<file path="src/design/cgp_pkg.sv">
// cgp_pkg: shared widths, constants and the peak compare for count_grid_peaks.
// No dependencies; used by cgp_cell, cgp_line and count_grid_peaks_top.
package cgp_pkg;

   localparam int MAX_SIDE   = 64;
   localparam int PIXEL_W    = 8;
   localparam int CFG_W      = 7;
   localparam int COUNT_W    = 13;
   localparam int RESET_SIDE = 5;

   localparam int SIDE_W = $clog2(MAX_SIDE + 1);
   localparam int IDX_W  = (MAX_SIDE > 1) ? $clog2(MAX_SIDE) : 1;

   // Cell holding the pixel one row minus one column back (right neighbor).
   localparam int RIGHT_TAP = (MAX_SIDE >= 2) ? MAX_SIDE - 2 : 0;

   localparam logic [COUNT_W-1:0] COUNT_MAX = {COUNT_W{1'b1}};

   typedef logic [PIXEL_W-1:0] pixel_type;
   typedef logic [SIDE_W-1:0]  side_type;
   typedef logic [IDX_W-1:0]   idx_type;
   typedef logic [COUNT_W-1:0] count_type;

   // Clamp a written side length into 1..MAX_SIDE.
   function automatic side_type clip_side(input logic [CFG_W-1:0] value);
      side_type result;
      if (value == '0) begin
         result = side_type'(1);
      end else if (int'(value) > MAX_SIDE) begin
         result = side_type'(MAX_SIDE);
      end else begin
         result = side_type'(value);
      end
      return result;
   endfunction

   // Strict four-neighbor maximum.
   function automatic logic is_peak(input pixel_type mid, input pixel_type up,
                                    input pixel_type down, input pixel_type left,
                                    input pixel_type right);
      return (mid > up) && (mid > down) && (mid > left) && (mid > right);
   endfunction

endpackage

</file>
<file path="src/design/cgp_cell.sv">
// cgp_cell: one pixel stage of the row delay chain.
// Depends on cgp_pkg for the pixel type.
module cgp_cell (
   input  logic              clock,
   input  logic              shift_en,
   input  logic              load,        // this cell is the chain entry point
   input  cgp_pkg::pixel_type new_pixel,
   input  cgp_pkg::pixel_type prev_pixel,
   output cgp_pkg::pixel_type pixel
);

   cgp_pkg::pixel_type pixel_ff;
   cgp_pkg::pixel_type pixel_in;

   always_comb begin
      pixel_in = load ? new_pixel : prev_pixel;
   end

   always_ff @(posedge clock) begin
      if (shift_en) begin
         pixel_ff <= pixel_in;
      end
   end

   assign pixel = pixel_ff;

endmodule

</file>
<file path="src/design/cgp_line.sv">
// cgp_line: row-length delay line built from a chain of cgp_cell stages.
// Pixels enter at cell MAX_SIDE-side and leave at the far end. Uses cgp_pkg.
module cgp_line (
   input  logic               clock,
   input  logic               shift_en,
   input  cgp_pkg::side_type  side,
   input  cgp_pkg::pixel_type din,
   output cgp_pkg::pixel_type dout,      // din delayed by side requests
   output cgp_pkg::pixel_type dout_early // din delayed by side-1 requests
);

   cgp_pkg::pixel_type            taps [cgp_pkg::MAX_SIDE];
   logic [cgp_pkg::IDX_W-1:0]     entry;

   assign entry = cgp_pkg::IDX_W'(cgp_pkg::side_type'(cgp_pkg::MAX_SIDE) - side);

   for (genvar i = 0; i < cgp_pkg::MAX_SIDE; i++) begin : g_cell
      cgp_pkg::pixel_type prev;
      if (i == 0) begin : g_head
         assign prev = din;
      end else begin : g_body
         assign prev = taps[i-1];
      end
      cgp_cell u_cell (
         .clock      (clock),
         .shift_en   (shift_en),
         .load       (entry == cgp_pkg::IDX_W'(i)),
         .new_pixel  (din),
         .prev_pixel (prev),
         .pixel      (taps[i])
      );
   end

   assign dout       = taps[cgp_pkg::MAX_SIDE-1];
   assign dout_early = taps[cgp_pkg::RIGHT_TAP];

endmodule

</file>
<file path="src/design/count_grid_peaks_top.sv">
// count_grid_peaks_top: four-neighbor local maximum counter over a raster grid.
// Throughput: one height request per cycle while the output buffer has room; both
// row delay lines (cell chains) shift once per accepted request.
// A grid's count is registered into the output buffer as its last pixel is accepted.
// A two-entry output buffer lets input continue while one result is stalled.
// Reset (synchronous): side length 5, position and count cleared; delay lines unreset.
module count_grid_peaks_top (
   input  logic        clock,
   input  logic        reset,
   // configuration: side length
   input  logic        csr_valid,
   output logic        csr_ready,
   input  logic [6:0]  csr_data,     // [6:0] side_length
   // height requests
   input  logic        req_tvalid,
   output logic        req_tready,
   input  logic [7:0]  req_tdata,    // [7:0] height
   // results
   output logic        rsp_tvalid,
   input  logic        rsp_tready,
   output logic [15:0] rsp_tdata     // [12:0] peak_count, [15:13] zero
);

   typedef cgp_pkg::pixel_type pixel_type;

   // ---------------------------------------------------------------------
   // Configuration and position counters
   // ---------------------------------------------------------------------
   cgp_pkg::side_type  side_ff, side_in;
   cgp_pkg::idx_type   row_ff, row_in;
   cgp_pkg::idx_type   col_ff, col_in;
   cgp_pkg::count_type total_ff, total_in;

   logic      accept;
   logic      cfg_write;
   pixel_type height;

   assign csr_ready = 1'b1;
   assign cfg_write = csr_valid & csr_ready;
   assign accept    = req_tvalid & req_tready;
   assign height    = req_tdata[cgp_pkg::PIXEL_W-1:0];

   cgp_pkg::side_type last_idx;
   logic at_last_col, at_last_row, final_px;
   logic col_ge1, col_ge2, row_ge1, row_ge2, side_ge2;

   assign last_idx    = side_ff - cgp_pkg::side_type'(1);
   assign at_last_col = cgp_pkg::side_type'(col_ff) == last_idx;
   assign at_last_row = cgp_pkg::side_type'(row_ff) == last_idx;
   assign final_px    = at_last_col & at_last_row;
   assign col_ge1     = col_ff != '0;
   assign col_ge2     = col_ff > cgp_pkg::idx_type'(1);
   assign row_ge1     = row_ff != '0;
   assign row_ge2     = row_ff > cgp_pkg::idx_type'(1);
   assign side_ge2    = side_ff > cgp_pkg::side_type'(1);

   // ---------------------------------------------------------------------
   // Pixel window: short taps plus two row delay lines
   //   d1/d2    : one and two pixels back in this row
   //   line_a   : one row back (center), early tap = right neighbor
   //   left_ff  : one row plus one pixel back
   //   line_b   : two rows back (up)
   // ---------------------------------------------------------------------
   pixel_type d1_ff, d2_ff, left_ff;
   pixel_type center, right_px, up2;

   cgp_line u_line_a (
      .clock      (clock),
      .shift_en   (accept),
      .side       (side_ff),
      .din        (height),
      .dout       (center),
      .dout_early (right_px)
   );

   pixel_type unused_early;

   cgp_line u_line_b (
      .clock      (clock),
      .shift_en   (accept),
      .side       (side_ff),
      .din        (center),
      .dout       (up2),
      .dout_early (unused_early)
   );

   always_ff @(posedge clock) begin
      if (accept) begin
         d1_ff   <= height;
         d2_ff   <= d1_ff;
         left_ff <= center;
      end
   end

   // ---------------------------------------------------------------------
   // Judgments made on each request
   //   above : cell directly above the arriving pixel
   //   lastl : on the last row, the cell left of the arriving pixel
   //   lastc : on the final pixel, the bottom-right corner itself
   // ---------------------------------------------------------------------
   logic peak_above, peak_lastl, peak_lastc;

   always_comb begin
      peak_above = row_ge1 &&
         cgp_pkg::is_peak(center,
                          row_ge2 ? up2 : '0,
                          height,
                          col_ge1 ? left_ff : '0,
                          at_last_col ? '0 : right_px);
      peak_lastl = at_last_row && col_ge1 &&
         cgp_pkg::is_peak(d1_ff,
                          side_ge2 ? left_ff : '0,
                          '0,
                          col_ge2 ? d2_ff : '0,
                          height);
      peak_lastc = final_px &&
         cgp_pkg::is_peak(height,
                          side_ge2 ? center : '0,
                          '0,
                          col_ge1 ? d1_ff : '0,
                          '0);
   end

   logic [cgp_pkg::COUNT_W:0] sum_wide;
   cgp_pkg::count_type        sum;

   assign sum_wide = {1'b0, total_ff}
                   + (cgp_pkg::COUNT_W+1)'(peak_above)
                   + (cgp_pkg::COUNT_W+1)'(peak_lastl)
                   + (cgp_pkg::COUNT_W+1)'(peak_lastc);
   // saturate, as the count register cannot wrap
   assign sum = sum_wide[cgp_pkg::COUNT_W] ? cgp_pkg::COUNT_MAX
                                           : sum_wide[cgp_pkg::COUNT_W-1:0];

   // ---------------------------------------------------------------------
   // Position / count next state
   // ---------------------------------------------------------------------
   always_comb begin
      side_in  = side_ff;
      row_in   = row_ff;
      col_in   = col_ff;
      total_in = total_ff;
      if (cfg_write) begin
         // new side restarts the grid; delay lines keep their contents
         side_in  = cgp_pkg::clip_side(csr_data);
         row_in   = '0;
         col_in   = '0;
         total_in = '0;
      end else if (accept) begin
         if (at_last_col) begin
            col_in = '0;
            if (at_last_row) begin
               row_in   = '0;
               total_in = '0;
            end else begin
               row_in   = row_ff + cgp_pkg::idx_type'(1);
               total_in = sum;
            end
         end else begin
            col_in   = col_ff + cgp_pkg::idx_type'(1);
            total_in = sum;
         end
      end
   end

   always_ff @(posedge clock) begin
      if (reset) begin
         side_ff  <= cgp_pkg::clip_side(cgp_pkg::CFG_W'(cgp_pkg::RESET_SIDE));
         row_ff   <= '0;
         col_ff   <= '0;
         total_ff <= '0;
      end else begin
         side_ff  <= side_in;
         row_ff   <= row_in;
         col_ff   <= col_in;
         total_ff <= total_in;
      end
   end

   // ---------------------------------------------------------------------
   // Output buffer: main register plus one skid entry.
   // Input stalls only when both hold unread results.
   // ---------------------------------------------------------------------
   logic               main_valid_ff, main_valid_in;
   logic               skid_valid_ff, skid_valid_in;
   cgp_pkg::count_type main_ff, main_in;
   cgp_pkg::count_type skid_ff, skid_in;
   logic               push, pop;

   assign req_tready = ~skid_valid_ff;
   assign push       = accept & final_px;
   assign pop        = main_valid_ff & rsp_tready;

   always_comb begin
      main_valid_in = main_valid_ff;
      skid_valid_in = skid_valid_ff;
      main_in       = main_ff;
      skid_in       = skid_ff;
      if (skid_valid_ff) begin
         if (pop) begin
            main_in       = skid_ff;
            skid_valid_in = 1'b0;
         end
      end else if (main_valid_ff) begin
         if (push && pop) begin
            main_in = sum;
         end else if (push) begin
            skid_in       = sum;
            skid_valid_in = 1'b1;
         end else if (pop) begin
            main_valid_in = 1'b0;
         end
      end else if (push) begin
         main_in       = sum;
         main_valid_in = 1'b1;
      end
   end

   always_ff @(posedge clock) begin
      if (reset) begin
         main_valid_ff <= 1'b0;
         skid_valid_ff <= 1'b0;
      end else begin
         main_valid_ff <= main_valid_in;
         skid_valid_ff <= skid_valid_in;
      end
   end

   always_ff @(posedge clock) begin
      main_ff <= main_in;
      skid_ff <= skid_in;
   end

   assign rsp_tvalid = main_valid_ff;
   assign rsp_tdata  = {{(16-cgp_pkg::COUNT_W){1'b0}}, main_ff};

endmodule

</file>
<file path="config.mk">
export PLATFORM = sky130hd
export DESIGN_NAME = count_grid_peaks_top
export DESIGN_NICKNAME = d
export VERILOG_FILES = /design/src/design/cgp_pkg.sv /design/src/design/cgp_cell.sv /design/src/design/cgp_line.sv /design/src/design/count_grid_peaks_top.sv
export SDC_FILE = /design/constraint.sdc
export NUM_CORES = 1
export LEC_CHECK = 0
export BUFFER_PORTS_ARGS = -buffer_cell sky130_fd_sc_hd__buf_2
export CAP_MARGIN = 20
export CORE_ASPECT_RATIO = 0.8
export CORE_MARGIN = 10
export CORE_UTILIZATION = 57
export DETAILED_ROUTE_END_ITERATION = 6
export PLACE_DENSITY_LB_ADDON = 0.25
export SLEW_MARGIN = 20
export SYNTH_ARGS = -nofsm -noshare
export SYNTH_HDL_FRONTEND = slang
export SYNTH_SLANG_ARGS = --single-unit
</file>
<file path="constraint.sdc">
create_clock -name clock -period 34 [get_ports clock]
set_input_delay 6.8 -clock clock [delete_from_list [all_inputs] [get_ports clock]]
set_output_delay 6.8 -clock clock [all_outputs]
set_load 0.005 [all_outputs]
</file>
==> results of run 1 <==
[metal layers]
metal / share of wire (%) / wire (um) / vias to the layer above
li1: - / - / 11200
met1: 48 / 43700 / 12700
met2: 45 / 41400 / 573
met3: 5.2 / 4740 / 134
met4: 2.0 / 1880 / 0
met5: 0 / 0 / -
[cells in the mapped netlist (2+ instances only)]
cell	instances	area share, %
a211o_1	2	0.036
a211oi_1	2	0.031
a21o_1	8	0.12
a21oi_1	27	0.28
a22o_1	10	0.18
a32oi_1	4	0.072
and2_1	6	0.077
and3_1	7	0.090
and4_1	2	0.036
buf_1	8	0.062
buf_2	38	0.39
buf_4	4	0.062
buf_6	2	0.046
clkbuf_1	154	1.2
conb_1	2	0.015
dfxtp_1	34	1.4
edfxtp_1	1058	65
fa_1	2	0.082
ha_1	87	2.2
inv_1	31	0.24
mux2_1	2	0.046
mux2_2	1015	23
mux2i_1	4	0.082
nand2_1	146	1.1
nand2b_1	5	0.064
nand3_1	19	0.20
nand4_1	18	0.23
nor2_1	67	0.52
nor2b_1	21	0.27
nor3_1	14	0.14
nor3b_1	2	0.031
nor4_1	8	0.10
o211ai_1	2	0.031
o21a_1	13	0.20
o21ai_0	34	0.35
o21ai_1	3	0.031
o31ai_1	6	0.093
o41ai_2	2	0.067
or2_2	5	0.064
or3_1	3	0.039
xnor2_1	10	0.18
xor2_1	15	0.27
[layout make-up]
cell class	instances	area [um2]	area share (%)
diodes	2	5.00	0.00938
multi-input cells	1595	15300	28.6
flip-flops and latches	1092	32500	60.8
clock inverters	68	707	1.32
well taps	1115	1400	2.61
clock buffers	124	2720	5.10
repair buffers	94	693	1.30
inverters	32	128	0.239
[per-stage QoR]
stage	setup WS, ns	total power (uW)	hold WS [ns]	area (um2)
after floorplan	0.559	1810	0.446	48700
final	23.37	2960	0.483	53400
after CTS	23.40	2980	0.483	53300
after global placement	22.77	1810	0.467	49800
after global routing	23.02	3060	0.513	53400
after detailed placement	22.70	1810	0.468	49800
[worst max-delay path, delay by kind of cell]
| family | cells | cell delay, ns |
|---|---|---|
| adders and majority gates | 3 | 1.04 |
| AOI/OAI and AO/OA | 7 | 1.32 |
| and+or+nand+nor | 3 | 1.08 |
| buffers and inverters | 3 | 0.70 |
| muxes | 1 | 0.22 |
[power by group through the flow]
stage | Sequential [uW] | Clock (uW) | Combinational [uW]
6_report | 1590 | 1170 | 196
5_1_grt | 1600 | 1240 | 216
4_1_cts | 1590 | 1190 | 195
3_5_place_dp | 1620 | 0 | 193
3_3_place_gp | 1620 | 0 | 186
2_1_floorplan | 1670 | 0 | 144
[kinds of logic after synthesis]
kind of cell    Yosys count  share of synthesized area (%)
mux                    1021                           23.6
other cells               2                         0.0154
fa+ha+maj                89                           2.32
xor+xnor                 26                          0.499
buf+inv                 239                           2.01
flops                  1092                           66.7
compound gates          124                           1.70
simple gates            331                           3.16
[sequential cells by signal (all words and copies together) (netlist names), 6 cells and up]
signal / flops
u_line_a.g_cell.u_cell.pixel: 512
side_ff: 7
d2_ff: 8
u_line_b.g_cell.u_cell.pixel: 512
skid_ff: 13
main_ff: 13
row_ff: 6
col_ff: 6
total_ff: 13
[path summary, 6_finish.rpt]
kind / end / slack, ns / cells after the start
worst max-delay path: main_ff[4] / 23.37 / 17
worst min-delay path: d2_ff[0] / 0.48 / 0
worst max register to register: main_ff[4] / 27.87 / 22
worst min register to register: d2_ff[0] / 0.48 / 0
==> results.json, run 1 <==
{
  "crit_fanout": 68,
  "peakVddDrop_uv": 53.3,
  "rsz0062_at_grt": "no",
  "ys_seq_elements": 1092,
  "numCtsBuffers": 103,
  "startpoint_type": "input pin",
  "rows": 95,
  "drive_above_1_share_pct": 42.7,
  "p_leak_uw": 0.0185,
  "gr-usage-all-layers_pct": 18.7,
  "hp-class": "reg -> reg",
  "p_per_area_nw_per_um2": 55.4,
  "post-route-util_pct": 63.3,
  "final.setup_skew_ns": 0.0237,
  "grt_pass1_vias": 25400,
  "fin_nets": 3027,
  "grt_max_degree": 206,
  "use_met2_pct": 28.7,
  "endpoint_kind": "register",
  "use_met1_pct": 27.3,
  "syn_avg_cell_area_um2": 16.6,
  "core_um2": 84300,
  "netlist_instances": 2924,
  "clk_pin_slew_ns": 0.06,
  "max_cap_violations": 0,
  "antenna_found_initial": 2,
  "arrival_ns": 11.18,
  "cts_max_level": 3,
  "min_from": "u_line_a.g_cell[0].u_cell.pixel[0]",
  "comb_power_share_pct": 6.6,
  "mappedNetlistArea_um2": 48700,
  "p_sw_uw": 631,
  "finalNonFillerCells": 4122,
  "min_period_ns": 10.63,
  "wl_per_cell_um": 22.3,
  "setup_viol": 0,
  "start_util_pct": 57.7,
  "cts_sinks": 1092,
  "synth-seq-area-share_pct": 66.7,
  "p_int_uw": 2320,
  "insertion_delay_ns": 0.68,
  "startpoint": "req_tdata[1]",
  "drtIter0Drc": 2082,
  "tightest_slew_ns": 1.09,
  "synth_edf_count": 1058,
  "drt_first_pass_iters": 6,
  "timing.rr.start": "side_ff[1]",
  "via_per_inst": 5.98,
  "cts_resized": 0,
  "final_common_cell": "edfxtp_1",
  "synth-main-ff-cell": "edfxtp_1",
  "overflow": 0,
  "area_delta_synth_final_pct": 9.68,
  "cts_root_buf": "clkbuf_16",
  "antenna_violating_nets_post_route": 0,
  "fill_cells": 5777,
  "vias": 24700,
  "dieWidth_um": 347,
  "slew_violations": 0,
  "yosysUniqueCellTypes": 64,
  "drc_errors": 0,
  "pin_count": 39,
  "swShare_pct": 21.3,
  "holdBufCountCts": 0,
  "routed_wirelength_um": 91800,
  "cts_tree": "yes",
  "grt_pass1_wl_um": 147000,
  "max_freq_mhz": 94.1,
  "io_buffers": 34,
  "dp_hpwl_um": 52800,
  "ys_warn_count": 0,
  "hold_viol": 0,
  "dp_cells": 3925,
  "cpPeakStageDelay_ns": 0.65,
  "slowest_stage": "or3_1",
  "required_ns": 34.55,
  "gp_congestion": 0.863,
  "grt.busiest_layer": "met2",
  "status": "finished clean",
  "slew-limit-headroom_pct": 27.4,
  "fp.dieH_um": 281,
  "cts_setup_buffers": 0,
  "critical_path_class": "in -> reg",
  "die-area_um2": 97500,
  "period_share_pct": 31.3,
  "async_flop_share_pct": 0,
  "path_cells": "buf_2 -> buf_4 -> ha_1 -> nor2b_1 -> o21a_1 -> o21a_1 -> o21ai_0 -> a21oi_1 -> o2111ai_1 -> fa_1 -> inv_1 -> ha_1 -> a21o_1 -> nand4_1 -> or3_1 -> o21ai_0 -> mux2_2",
  "final_cell_mix": "1058 x edfxtp_1, 1015 x mux2_2, 146 x nand2_1",
  "power.share.clock_pct": 39.5,
  "grt_use_met3_pct": 3.33,
  "pwr-share-seq_pct": 53.9,
  "clk_path_buf_depth": 3,
  "fin_setup_tns_ns": 0
}
Note: power is estimated with default switching activity, not from simulation.
==> run 2: changes to the inputs <==
Settings changed: CORE_UTILIZATION 57 to 61.
Clock period 34 ns to 9.81 ns, I/O delays scaled along.
==> run 2 against run 1 <==
- clock power rose to 3.3 times the previous value
- non-clock buffer count fell by 4
- cell count fell by 2.1%
- the run now ends with DRC left
==> results.json, run 2 (same netlist as run 1, synthesis figures left out) <==
{
  "gp_congestion": 0.848,
  "core_um2": 79000,
  "diodes": 0,
  "startpoint_type": "register",
  "cts_tree": "yes",
  "min_period_ns": 6.00,
  "p_total_uw": 10100,
  "grt_pass1_vias": 25500,
  "dp_slack_ns": 3.39,
  "peakVddDrop_uv": 156,
  "cts_resized": 0,
  "p_per_area_nw_per_um2": 190,
  "fp.dieH_um": 273,
  "dp_hpwl_um": 52500,
  "cts_max_level": 3,
  "max_freq_mhz": 167,
  "final.setup_skew_ns": 0.0225,
  "layout_setup_ws_ns": 3.81,
  "required_ns": 10.25,
  "clk_path_buf_depth": 3,
  "die-area_um2": 91500,
  "critical_path_class": "reg -> reg",
  "cts_setup_buffers": 0,
  "area_delta_synth_final_pct": 9.03,
  "antenna_found_initial": 0,
  "hp-class": "reg -> reg",
  "fin_setup_tns_ns": 0,
  "wl_per_cell_um": 22.5,
  "rows": 92,
  "clk_pin_slew_ns": 0.07,
  "max_cap_violations": 0,
  "endpoint_kind": "register",
  "drt_first_pass_iters": 7,
  "status": "complete, but fails checks",
  "fin_nets": 3022,
  "gr-usage-all-layers_pct": 19.7,
  "holdBufCountCts": 0,
  "drive_above_1_share_pct": 42.4,
  "grt_max_degree": 213,
  "arrival_ns": 6.44,
  "numCtsBuffers": 102,
  "final_common_cell": "edfxtp_1",
  "fill_cells": 5170,
  "setup_viol": 0,
  "violations": "DRC",
  "slew-limit-headroom_pct": 26.4,
  "cts_root_buf": "clkbuf_16",
  "antenna_violating_nets_post_route": 0,
  "slew_violations": 0,
  "pin_count": 39,
  "drtIter0Drc": 2173,
  "routed_wirelength_um": 90700,
  "insertion_delay_ns": 0.67,
  "tightest_slew_ns": 1.10,
  "crit_fanout": 18,
  "hold_viol": 0,
  "dieWidth_um": 336,
  "io_buffers": 34,
  "p_leak_uw": 0.0184,
  "period_share_pct": 61.1,
  "grt_pass1_wl_um": 145000,
  "start_util_pct": 61.6,
  "final_cell_mix": "1058 x edfxtp_1, 1015 x mux2_2, 146 x nand2_1",
  "overflow": 0,
  "vias": 24700,
  "drc_errors": 1,
  "rsz0062_at_grt": "no",
  "cts_sinks": 1092,
  "via_per_inst": 6.11
}
## run 2: changes by cell type in the layout (fill, tap and decap cells not counted), sizes merged
cell | previous run | this run
inv | 37 | 35
buf | 94 | 90
clkbuf | 124 | 130
diode | 2 | 0
clkinv | 48 | 46
bufinv | 13 | 7
clkinvlp | 2 | 5
## run 2: metal layers
layer / up-vias / share of wire (%) / global-route usage (%) / routed length [um]
li1: 11200 / - / - / -
met1: 12800 / 48 / 29.6 / 43700
met2: 565 / 45 / 30.1 / 40900
met3: 134 / 4.6 / 2.91 / 4140
met4: 0 / 2.1 / 5.09 / 1900
met5: - / 0 / 0 / 0
## run 2: report_power, final
group          total, uW  internal [uW]  switching (uW)
clock               3860           2160            1700
sequential          5530           5440            82.2
combinational        671            287             384
total              10100           7890            2170
## run 2: final timing paths
path | slack [ns] | end | depth (start not counted) | start
min | 0.50 | d2_ff[0] | 0 | u_line_a.g_cell[0].u_cell.pixel[0]
max | 3.81 | main_ff[10] | 23 | side_ff[0]
max reg2reg | 3.81 | main_ff[10] | 23 | side_ff[0]
min reg2reg | 0.50 | d2_ff[0] | 0 | u_line_a.g_cell[0].u_cell.pixel[0]
## run 2: critical path, stage by stage, from the launching register on
cell and delay (ns):
dfxtp_1 0.60, inv_1 0.16, ha_1 0.37, xor2_1 0.15
nand2_1 0.07, nor4_1 0.30, or3b_1 0.67, and2_1 0.29
ha_1 0.17, nor2b_1 0.10, o21a_1 0.12, o21ai_0 0.07
a21oi_1 0.15, o311a_1 0.18, nand4_1 0.14, fa_1 0.54
inv_1 0.04, ha_1 0.22, fa_1 0.43, and4_1 0.29
nand3_1 0.15, xor2_1 0.16, nand2_1 0.11, mux2_2 0.29
## run 2: metrics by stage
step	utilization (%)	cell area (um2)	instances	hold WS (ns)
global placement	63.0	49800	3842	0.480
detailed placement	63.0	49800	3842	0.479
CTS	67.1	53000	4033	0.494
global route	67.2	53100	4034	0.522
floorplan	-	48700	2926	0.446
finish	67.2	53100	4034	0.501
## run 2: final cells by class
type | instances | area (um2) | share of cell area (%)
Sequential cell | 1092 | 32500 | 61.2
Multi-Input combinational cell | 1595 | 15300 | 28.8
Clock buffer | 130 | 2730 | 5.15
Tap cell | 1034 | 1290 | 2.44
Clock inverter | 61 | 527 | 0.993
Inverter | 32 | 146 | 0.276
Timing Repair Buffer | 90 | 631 | 1.19
==> run 3: changes to the inputs <==
Settings changed: ABC_AREA set to 1.
Clock period 9.81 ns to 5.6 ns, I/O delays scaled along.
==> run 3 against run 2 <==
- sequential share of layout area rose by 2.6 points
- the flow now finishes without violations
- largest power group unchanged
- final area decreased by 4.0%
- setup slack got worse by 3.1 ns
- worst hold slack worse by 0.023 ns
- via count is 23% higher
- sequential power up 76%
- critical path type unchanged
- fmax rose by 22%
- first-iteration DRC count is 59% higher
- combinational power is 88% higher
- global-route usage increased by 2.4 points
==> results.json, run 3 <==
{
  "max_cap_violations": 0,
  "dp_hpwl_um": 57400,
  "min_period_ns": 4.91,
  "startpoint_type": "register",
  "netlist_instances": 4204,
  "period_share_pct": 87.7,
  "ys_warn_count": 0,
  "synth_top_cell_area_share_pct": 66.9,
  "clk_path_buf_depth": 3,
  "fin_nets": 4174,
  "yosysUniqueCellTypes": 44,
  "pwr-share-seq_pct": 54.9,
  "synth-main-ff-cell": "edfxtp_1",
  "slew-limit-headroom_pct": 27.7,
  "vias": 30300,
  "fp.dieH_um": 269,
  "core_um2": 77100,
  "mappedNetlistArea_um2": 47500,
  "wl_per_cell_um": 19.8,
  "gp_congestion": 0.840,
  "cp_common_cell": "nand2_1",
  "cts_tree": "yes",
  "holdBufCountCts": 0,
  "grt_pass1_wl_um": 160000,
  "drtIter0Drc": 3455,
  "antenna_found_initial": 1,
  "p_int_uw": 13700,
  "use_met2_pct": 33.2,
  "setup_viol": 0,
  "drt_first_pass_iters": 6,
  "fin_setup_tns_ns": 0,
  "numCtsBuffers": 103,
  "peakVddDrop_uv": 277,
  "synth.top_cells.by_area": "edfxtp_1 67%, nand2_1 10%, o21ai_0 8.0%",
  "slew_violations": 0,
  "cts_max_level": 3,
  "start_util_pct": 61.6,
  "rsz0062_at_grt": "no",
  "overflow": 0,
  "slowest_stage": "fa_1",
  "power.share.clock_pct": 38.0,
  "via_per_inst": 5.85,
  "rows": 91,
  "layout_setup_ws_ns": 0.691,
  "crit_fanout": 9,
  "final.setup_skew_ns": 0.0353,
  "required_ns": 6.13,
  "grt_max_degree": 181,
  "tightest_slew_ns": 1.08,
  "arrival_ns": 5.44,
  "crit_buf_inv": 6,
  "critical_path_class": "reg -> reg",
  "cts_sinks": 1092,
  "ys_seq_elements": 1092,
  "grt_pass1_vias": 28400,
  "hold_viol": 0,
  "area_delta_synth_final_pct": 7.31,
  "max_freq_mhz": 204,
  "grt_use_met3_pct": 3.83,
  "synth-seq-area-share_pct": 68.4,
  "comb_power_share_pct": 7.1,
  "cp_top_family": "simple AND/OR/NAND/NOR gates",
  "gr-usage-all-layers_pct": 22.1,
  "die-area_um2": 89400,
  "swShare_pct": 23.1,
  "synth_common_cells": "1267 x nand2_1, 1058 x edfxtp_1, 758 x o21ai_0",
  "async_flop_share_pct": 0,
  "dieWidth_um": 332,
  "dp_slack_ns": 0.397,
  "p_per_area_nw_per_um2": 349,
  "diodes": 0,
  "hp-class": "reg -> reg",
  "yosysTopAreaCell": "edfxtp_1",
  "io_buffers": 34,
  "final_cell_mix": "1267 x nand2_1, 1058 x edfxtp_1, 757 x o21ai_0",
  "status": "finished clean",
  "p_sw_uw": 4110,
  "cts_root_buf": "clkbuf_16",
  "insertion_delay_ns": 0.68,
  "endpoint_kind": "register",
  "use_met1_pct": 32.8,
  "p_leak_uw": 0.0203,
  "clk_pin_slew_ns": 0.07,
  "final_common_cell": "nand2_1",
  "cpPeakStageDelay_ns": 0.51,
  "synth_edf_count": 1058,
  "grt.busiest_layer": "met2",
  "drive_above_1_share_pct": 7.52,
  "pin_count": 39,
  "yosysMostFrequentCell": "nand2_1",
  "fill_cells": 5690,
  "drc_errors": 0,
  "routed_wirelength_um": 102000,
  "syn_avg_cell_area_um2": 11.3,
  "antenna_violating_nets_post_route": 0
}
## run 3: cell types whose count changed after synthesis, sizes merged, moves of 21 or more
| cell | change |
|---|---|
| buf | +64 |
| clkbuf | +41 |
| nand2 | +1164 |
| mux2 | -1017 |
| nor2 | +22 |
| inv | +78 |
| o21ai | +1000 |
| nor2b | -21 |
| a21oi | +33 |
## run 3: final timing paths
check / slack (ns) / cells after the start / start / endpoint
max: 0.69 / 33 / side_ff[0] / total_ff[10]
min: 0.48 / 0 / u_line_a.g_cell[63].u_cell.pixel[0] / u_line_b.g_cell[0].u_cell.pixel[0]
max reg2reg: 0.69 / 33 / side_ff[0] / total_ff[10]
min reg2reg: 0.48 / 0 / u_line_a.g_cell[63].u_cell.pixel[0] / u_line_b.g_cell[0].u_cell.pixel[0]
## run 3: cells by family after synthesis
group / Yosys count / synth area share (%)
compound gates: 1115 / 11.9
xor+xnor: 16 / 0.351
fa+ha+maj: 89 / 2.38
buf+inv: 422 / 4.15
flops: 1092 / 68.4
other cells: 2 / 0.0158
simple gates: 1468 / 12.8
## run 3: stage by stage
step / util [%] / hold WS (ns) / instances / total power, uW / area [um2]
after floorplan: - / 0.426 / 4206 / 10700 / 47500
final: 66.1 / 0.478 / 5173 / 17800 / 50900
after global routing: 66.1 / 0.493 / 5173 / 18400 / 50900
after global placement: 61.9 / 0.454 / 4982 / 11100 / 47700
after CTS: 66.0 / 0.474 / 5172 / 17800 / 50900
after detailed placement: 61.9 / 0.468 / 4982 / 11200 / 47700
## run 3: per-layer routing
metal / vias up / wire (um)
met5: - / 0
met4: 0 / 3000
met3: 194 / 7270
met2: 1011 / 45600
met1: 14600 / 46400
li1: 14400 / -
## run 3: power by group through the flow
stage	registers (uW)	logic, uW	clock network, uW
after floorplan	9870	877	0
after global placement	9920	1210	0
after detailed placement	9920	1240	0
after CTS	9760	1260	6840
after global routing	9800	1430	7150
final	9760	1260	6750
## run 3: final cells by class
| type | instances | area, um2 | area share [%] |
|---|---|---|---|
| sequential | 1092 | 32500 | 63.7 |
| multi-input combinational | 2692 | 13100 | 25.6 |
| clock buffer | 133 | 2800 | 5.49 |
| tap | 1023 | 1280 | 2.51 |
| timing repair buffer | 66 | 473 | 0.929 |
| inverter | 110 | 448 | 0.879 |
| clock inverter | 57 | 420 | 0.825 |
## run 3: repair_timing
item | CTS | global route
resized for setup | 0 | 7
setup buffers | 0 | 1
endpoints found under the setup margin | 0 | 36
